**config.mk**
```make
export PLATFORM = sky130hd
export DESIGN_NAME = eup_msg_buffer
export DESIGN_NICKNAME = d
export VERILOG_FILES = /design/src/hdl/eup_pkg.sv /design/src/hdl/eup_msg_buffer.sv
export SDC_FILE = /design/constraint.sdc
export NUM_CORES = 1
export LEC_CHECK = 0
export ABC_AREA = 0
export BUFFER_PORTS_ARGS = -buffer_cell sky130_fd_sc_hd__buf_2
export CORE_UTILIZATION = 57
export CTS_CLUSTER_DIAMETER = 150
export DETAILED_ROUTE_END_ITERATION = 12
export PLACE_DENSITY_LB_ADDON = 0.3
export SLEW_MARGIN = 20
export SYNTH_ARGS = -nofsm -noshare
export SYNTH_HDL_FRONTEND = slang
export SYNTH_SLANG_ARGS = --single-unit
export TNS_END_PERCENT = 1
```
**constraint.sdc**
```tcl
create_clock -name clk -period 5 [get_ports clk]
set_clock_uncertainty 0.1 [all_clocks]
set_input_delay 0.5 -clock clk [delete_from_list [all_inputs] [get_ports clk]]
set_output_delay 0.5 -clock clk [all_outputs]
set_load 0.005 [all_outputs]
```
**src/hdl/eup_pkg.sv**
```systemverilog
`timescale 1ns / 1ps
// ----------------------------------------------------------------------------
// eup_pkg
// Shared types, constants and helpers of the EEG packet unpacker.
// ----------------------------------------------------------------------------
package eup_pkg;

  localparam int MSG_LEN  = 20;
  localparam int NCH      = 4;
  localparam int CNT_W    = 5;
  localparam int VAL_W    = 33;
  localparam int PROD_W   = 66;
  localparam int RND_W    = PROD_W - 32;
  localparam int CHAN_W   = 28;

  localparam logic [CNT_W-1:0] COUNT_MAX   = 5'd31;
  localparam logic [CNT_W-1:0] CNT_MSG_END = 5'd19;
  localparam logic [CNT_W-1:0] CNT_BAT_END = 5'd3;
  localparam logic [CNT_W-1:0] CNT_MSG_LEN = 5'd20;
  localparam logic [31:0]      GAIN_RESET  = 32'd204800195;

  // Four channel values in output order T3, T4, O1, O2.
  typedef logic [NCH-1:0][VAL_W-1:0] val4_t;

  // One decoded message: base values and delta-corrected values.
  typedef struct packed {
    logic [10:0] counter;
    logic [7:0]  battery;
    val4_t       base;
    val4_t       corr;
  } snap_t;

  // One item handed to the scaler.
  typedef struct packed {
    logic [10:0] counter;
    logic [7:0]  battery;
    logic        last;
    val4_t       vals;
  } job_t;

  // Clamp a rounded product to the signed channel range.
  function automatic logic [CHAN_W-1:0] sat_chan(input logic signed [RND_W-1:0] r);
    logic signed [RND_W-1:0] hi;
    logic signed [RND_W-1:0] lo;
    hi = RND_W'(134217727);
    lo = -RND_W'(134217728);
    if (r > hi) begin
      sat_chan = hi[CHAN_W-1:0];
    end else if (r < lo) begin
      sat_chan = lo[CHAN_W-1:0];
    end else begin
      sat_chan = r[CHAN_W-1:0];
    end
  endfunction

endpackage

```
**src/hdl/eup_msg_buffer.sv**
```systemverilog
`timescale 1ns / 1ps
// ----------------------------------------------------------------------------
// eup_msg_buffer
// Collects message bytes, tracks the length and battery level, and decodes a
// finished 20-byte message in the cycle after its last byte.
// ----------------------------------------------------------------------------
module eup_msg_buffer import eup_pkg::*; (
  input  logic       clk,
  input  logic       rst,
  input  logic       wr_en,
  input  logic [7:0] data_byte,
  input  logic       end_of_message,
  output logic       at_last,
  output logic       snap_valid,
  output snap_t      snap
);

  logic [7:0]       msg_bytes [MSG_LEN];
  logic [CNT_W-1:0] byte_count;
  logic [CNT_W-1:0] byte_count_next;
  logic [7:0]       battery_byte;
  logic             done;

  logic [NCH-1:0][31:0] word;
  logic [NCH-1:0][15:0] delta;

  assign at_last = (byte_count == CNT_MSG_END);

  always_comb begin
    byte_count_next = byte_count;
    if (end_of_message) begin
      byte_count_next = '0;
    end else if (byte_count != COUNT_MAX) begin
      byte_count_next = byte_count + 1'b1;
    end
  end

  // Byte store has no reset; a full message writes every byte before use.
  always_ff @(posedge clk) begin
    if (wr_en && (byte_count < CNT_MSG_LEN)) begin
      msg_bytes[byte_count] <= data_byte;
    end
  end

  always_ff @(posedge clk) begin
    if (rst) begin
      byte_count   <= '0;
      battery_byte <= '0;
      done         <= 1'b0;
    end else begin
      done <= wr_en && end_of_message && (byte_count == CNT_MSG_END);
      if (wr_en) begin
        byte_count <= byte_count_next;
        if (end_of_message && (byte_count == CNT_BAT_END)) begin
          battery_byte <= msg_bytes[2];
        end
      end
    end
  end

  // Words in output order T3, T4, O1, O2 are message words 2, 3, 1 and 4.
  assign word[0] = {msg_bytes[4][6:0], msg_bytes[5], msg_bytes[6], msg_bytes[7], 1'b0};
  assign word[1] = {msg_bytes[6][1:0], msg_bytes[7], msg_bytes[8], msg_bytes[9], 6'b0};
  assign word[2] = {msg_bytes[1][3:0], msg_bytes[2], msg_bytes[3], msg_bytes[4], 4'b0};
  assign word[3] = {msg_bytes[9][4:0], msg_bytes[10], msg_bytes[11], 11'b0};

  assign delta[0] = {msg_bytes[14], msg_bytes[15]};
  assign delta[1] = {msg_bytes[16], msg_bytes[17]};
  assign delta[2] = {msg_bytes[12], msg_bytes[13]};
  assign delta[3] = {msg_bytes[18], msg_bytes[19]};

  always_comb begin
    snap.counter = {msg_bytes[0], msg_bytes[1][7:5]};
    snap.battery = battery_byte;
    for (int j = 0; j < NCH; j++) begin
      snap.base[j] = {word[j][31], word[j]};
      snap.corr[j] = {word[j][31], word[j]} + {{6{delta[j][15]}}, delta[j], 11'b0};
    end
  end

  assign snap_valid = done;

endmodule

```
==> metrics, run 1 <==
status=completed; Yosys Warn Count=0; R2R depth=8; clk sinks=173; HP Class=input port to register; Initial Util=about three fifths; Worst EP arrival=2.96 ns; final non-filler cell total=1,351; layout cells sized above 1=between 20% and 30%; max_cap viols=0; CP endpoint=snap[97]; Worst Path Required=between 4 and 5 ns; Worst path most repeated cell=o21ai_1; Setup Slack @ Placement=1.94 ns; fraction of registers with async set/reset=0%; post-synthesis xor/xnor area fraction=under 10%; Hold Violations, Final=0; row cnt=48; initial DRC count=417; Critical Path Start=msg_bytes[4][7]; cell count after placement=about 1,300; delay of the slowest cell on the worst path=around 0.4 ns; commonest non-fill, non-tap cell in the layout=buf_2; placed inst area=around 0.011 mm2; maximum clock insertion buffer count=2; count of hold-fix buffers inserted at cts=0; leakage=around 5 nW; area occupied by registers=just over 0.005 mm2; DIE AREA=around 0.018 mm2; post-CTS setup buffers=0; sequential area share after synthesis=roughly half; hold path startpoint=rst; PD cells=~250 mW/mm2; hpwl dp=between 15 and 20 mm; worst-margin pin slew=0.862 ns; I/O pin count=297; Post-Synth Simple-Gate Area=under 10%; Slowest-stage cell, CP=fa_1; Hold WS=between 0.3 and 0.4 ns; Final min period=between 3 and 4 ns; Fill cells=1,334; total power=~3.0 mW; RSZ-0062 raised after global routing=false; vias in the first global route=approximately 7,000; Avg Cell Area, Syn=~11 um2; top cell type's share of synthesized area=a little under half; H-tree depth=4; WL final=24.5 mm; I/O Buffers=252; grt total ovfl=0; most frequent cells in the layout=buf_2 (252), edfxtp_1 (159), ha_1 (89); die span in y=between 100 and 150 um; WL/cell=18.1 um; via count=around 7,500; Final ANT Viol Nets=0; largest family of logic cells by synthesized area=compound AO/OA/AOI/OAI gates; Clock Pin Slew Worst Setup and Hold Paths=around 0.06 ns; max-slew violation count=0; Synth Flop Type=edfxtp_1; largest net degree at the start of global routing=21; CTS root buf=clkbuf_16; Mapped Area=~0.01 mm2; Synth area leaders=edfxtp_1 (47%), ha_1 (11%), buf_4 (6.8%), xnor2_1 (4.2%), a21oi_1 (3.6%); worst reg2reg path startpoint=byte_count[0]; routability cong.=between 0.8 and 0.9; Clk Latency, worst-skew pair=around 0.42 ns; initial antenna violation count=0; Die W=136 um; R2R Setup Slk=2.98 ns; Max VDD drop=~0.22 mV; Post-synth EDFFs=between 150 and 200; #FFs+latches synth=173; CP Launch Type=register; Total GRT Usage=26.4%; Inserted Clock Buffers=17; nets=around 1,200; CTS resizes=0; CP cell instances=ha_1 -> inv_1 -> fa_1 -> nor2b_1 -> o31ai_2 -> a211oi_1 -> o21ai_1 -> o21ai_1 -> a221oi_2 -> xnor2_1 -> buf_2; first-pass GRT wire length=36.5 mm; Finish-stage setup viols=0; cells after synthesis=about 900; Fmax=0.281 GHz; leading area contributor after synthesis=edfxtp_1; Crit Path Max Fanout=4; Multi-input gate area=between 0.004 and 0.005 mm2; Final Cell Area=around 0.012 mm2; Compound-Gate Fraction of Synth Area=between 10% and 20%; endpoint class of the critical path=primary output; final worst slack=roughly 1.4 ns; Netlist cell types=64; adder-cell share of the synthesized area=a little under an eighth; Crit Path Class=register to primary output; Crit path buffers/inverters=2; post-synthesis mux area share=less than 1%; reg2reg end=byte_count[2]; critical path depth=11; Final period util=between 70 and 80%; CTS tree=built; area grow syn2layout=15.4%; accumulated negative setup slack=0 ns; DRC viols=0; via/cell ratio=between 5 and 6; CP delay by family, top=compound AO/OA/AOI/OAI gates; DRT Pass-1 Iters=7; core area=around 0.017 mm2; Final Util=a little under 70%; Slew HR=a little over two fifths
## layer usage
layer / global-route usage (%) / up-vias / share of wire (%)
met5: 0 / - / 0
met4: 10.1 / 0 / 2.3
met3: 4.68 / 34 / 5.4
met2: 44.6 / 279 / 50
met1: 33.6 / 3580 / 43
li1: - / 3610 / -
## synth_stat cells, types with 3 or more instances
cell and instances:
a21o_1 30, dfxtp_1 14, nor2b_1 9, fa_1 4
xnor2_1 49, nor2_1 53, and4_1 4, nand3_1 22
o31a_1 3, and3_1 7, o31ai_1 3, a211oi_1 7
edfxtp_1 159, buf_4 92, nand2_1 58, a211oi_2 3
inv_1 31, nand4_1 7, ha_1 89, nand2b_1 9
and2_1 11, a21oi_2 3, xor2_1 21, nor3_1 11
o211ai_1 6, o21a_1 16, a21boi_0 5, o21ai_1 5
clkbuf_1 12, a21oi_1 74, o21ai_0 35
## flip-flops by register name (all words and copies together) (netlist names)
name / cells
msg_bytes: 159
battery_byte: 8
snap_valid: 1
byte_count: 5
## cell families after synthesis
| group | after synthesis |
|---|---|
| buffers and inverters | 137 |
| AOI/OAI and AO/OA | 223 |
| xor gates and xnor gates | 70 |
| muxes | 2 |
| and+or+nand+nor | 202 |
| adders and majority gates | 93 |
| DFF | 173 |
| other | 1 |
## where the power goes
group | leakage (nW) | switching, mW | internal, mW
clock network | 0.284 | 0.532 | 0.759
logic | 3.18 | 0.0589 | 0.0164
registers | 1.55 | 0.00326 | 1.59
total | 5.01 | 0.594 | 2.36
## cell type report
class                   instances  share of cell area [%]
flip-flops and latches        173                    43.0
multi-input cells             634                    37.8
repair buffers                255                    10.9
clock buffers                  21                    3.91
well taps                     225                    2.39
clock inverters                11                    1.00
inverters                      31                   0.989
diodes                          1                  0.0213
## worst min path at each step
stage	endpoint	slack, ns	depth (start not counted)
after floorplan	battery_byte[0]	0.35	2
after global placement	battery_byte[5]	0.34	2
after detailed placement	battery_byte[0]	0.35	2
after CTS	byte_count[1]	0.31	2
after global routing	battery_byte[7]	0.35	2
final	byte_count[1]	0.34	2
Note: power is estimated with default switching activity, not from simulation.
==> run 2, diff against run 1 <==
Settings changed: CORE_UTILIZATION 57 to 48.
Clock period 5 ns to 3.19 ns, I/O delays scaled along.
==> run 2 against run 1 <==
Against the previous run:
- the run now ends with negative setup slack left
- critical endpoint is now snap[128]
- via count is 2.5% higher
- register-to-register slack worse by 2.0 ns
- non-clock buffer count is 13 higher
- total power is 61% higher
- first-iteration DRC count is 3.6% lower
- wire length is 6.0% higher
- final area is 3.8% higher
==> metrics, run 2 (synthesized netlist as in run 1, its figures left out) <==
via/cell ratio=roughly 5.5; RSZ-0062 raised after global routing=true; Max VDD drop=0.380 mV; violated checks=negative setup slack; clock power share=a little under half; Total GRT Usage=around 23%; CP Launch Type=register; delay of the slowest cell on the worst path=~0.38 ns; Final Util=59.5%; Setup Slack @ Placement=between 0.3 and 0.4 ns; cell count after placement=around 1,400; Final min period=3.20 ns; WL final=approximately 26 mm; grt total ovfl=0; row cnt=between 50 and 60; total power=~4.8 mW; CTS tree=built; endpoint class of the critical path=primary output; count of hold-fix buffers inserted at cts=0; initial antenna violation count=1; Clk Latency, worst-skew pair=0.42 ns; status=finished, violations left; CP delay by family, top=compound AO/OA/AOI/OAI gates; Hold WS=around 0.15 ns; HP Class=input port to register; Net Switching=0.949 mW; CP cell instances=ha_1 -> inv_1 -> fa_2 -> nor2b_2 -> o31ai_1 -> a21oi_1 -> a31oi_2 -> buf_4 -> o211ai_1 -> a21oi_1 -> xnor2_1 -> buf_2; Inserted Clock Buffers=17; Final ANT Viol Nets=0; combinational fraction of design power=roughly 2.5%; Hold Violations, Final=0; Final period util=100%; DIE AREA=around 0.022 mm2; DRC viols=0; via count=7,690; Crit Path Class=register to primary output; most frequent cells in the layout=buf_2 (252), edfxtp_1 (159), ha_1 (78); I/O pin count=about 300; Crit Path Max Fanout=2; max reg flops=about 160; die span in y=between 100 and 150 um; DRT Pass-1 Iters=5; max-slew violation count=0; biggest regs=msg_bytes (159), battery_byte (8), byte_count (5); clk sinks=between 150 and 200; Crit path buffers/inverters=3; Slew HR=between 30% and 40%; sequential share of power=52.3%; Worst Path Required=around 2.8 ns; Fmax=about 0.31 GHz; Fill cells=approximately 1,700; max_cap viols=0; first-pass GRT wire length=a little under 40 mm; Most flops, register=msg_bytes; Worst EP arrival=~2.8 ns; vias in the first global route=between 7,000 and 8,000; Clock Pin Slew Worst Setup and Hold Paths=about 0.06 ns; I/O Buffers=about 250; core area=between 0.02 and 0.025 mm2; largest net degree at the start of global routing=21; layout cells sized above 1=between 30 and 40%; Worst path most repeated cell=a21oi_1; PD cells=roughly 390 mW/mm2; Die W=around 150 um; nets=approximately 1,200; switch share=between 15 and 20%; leakage=a little over 5 nW; routability cong.=0.986; initial DRC count=roughly 400; Slowest-stage cell, CP=edfxtp_1; Finish-stage setup viols=1; H-tree depth=4; final worst slack=-0.00501 ns; hpwl dp=between 15 and 20 mm; commonest non-fill, non-tap cell in the layout=buf_2; WL/cell=roughly 18 um; CTS root buf=clkbuf_16; worst-margin pin slew=~0.97 ns; area grow syn2layout=19.7%; maximum clock insertion buffer count=2; Initial Util=49.7%; final non-filler cell total=1,409; Power Internal=around 3.8 mW
-- run 2: cell types whose count changed in the layout (fill, tap and decap cells not counted), moves of 4 or more --
cell      delta
a211oi_1     -4
a21oi_2      +6
buf_4       +13
a21oi_1      -6
ha_1        -11
ha_4        +10
-- run 2: worst paths after layout --
kind                    startpoint         endpoint  slack [ns]  cells past startpoint
setup / recovery  msg_bytes[11][0]        snap[128]      -0.005                     12
hold / removal                 rst    byte_count[1]        0.15                      2
setup reg to reg     byte_count[0]  battery_byte[0]        0.98                      6
hold reg to reg    battery_byte[2]  battery_byte[2]        0.36                      2
-- run 2: through the flow --
stage          setup TNS [ns]  area (um2)
6_report             -0.00501       12200
5_1_grt                 -1.85       12200
4_1_cts                -0.120       12000
3_5_place_dp                0       11300
3_3_place_gp                0       11300
2_1_floorplan               0       10400
-- run 2: repair_timing --
item / in CTS / in global routing
buffers inserted: 3 / 7
gates resized for setup: 19 / 25
pin swaps: 10 / 16
setup endpoints to repair: 23 / 34
-- run 2: power groups by stage --
stage               combinational [mW]  clock, mW  sequential [mW]
finish                           0.121       2.15             2.49
global route                     0.132       2.27             2.49
CTS                              0.122       2.18             2.49
detailed placement               0.121          0             2.54
global placement                 0.119          0             2.54
floorplan                       0.0784          0             2.54
-- run 2: worst reg2reg max path, stage by stage, from the launching register on --
cell     delay [ns]
dfxtp_1        0.42
ha_1           0.30
nand2_1        0.16
nor3_2         0.56
nand2_1        0.34
nand2_1        0.15
a21oi_1        0.07
-- run 2: metal layers --
metal / wire length (um) / vias up / GRT usage [%]
met5: 0 / - / 0
met4: 435 / 0 / 6.96
met3: 1590 / 34 / 4.35
met2: 12700 / 308 / 39.7
met1: 11200 / 3711 / 29.8
li1: - / 3637 / -
-- run 2: final cells by class --
type / instances / area, um2 / share of cell area [%]
Clock inverter: 12 / 170 / 1.39
Clock buffer: 20 / 437 / 3.58
Antenna cell: 1 / 2.50 / 0.0205
Multi-Input combinational cell: 634 / 4700 / 38.5
Timing Repair Buffer: 268 / 1380 / 11.3
Sequential cell: 173 / 5050 / 41.4
Inverter: 31 / 116 / 0.953
Tap cell: 270 / 338 / 2.77
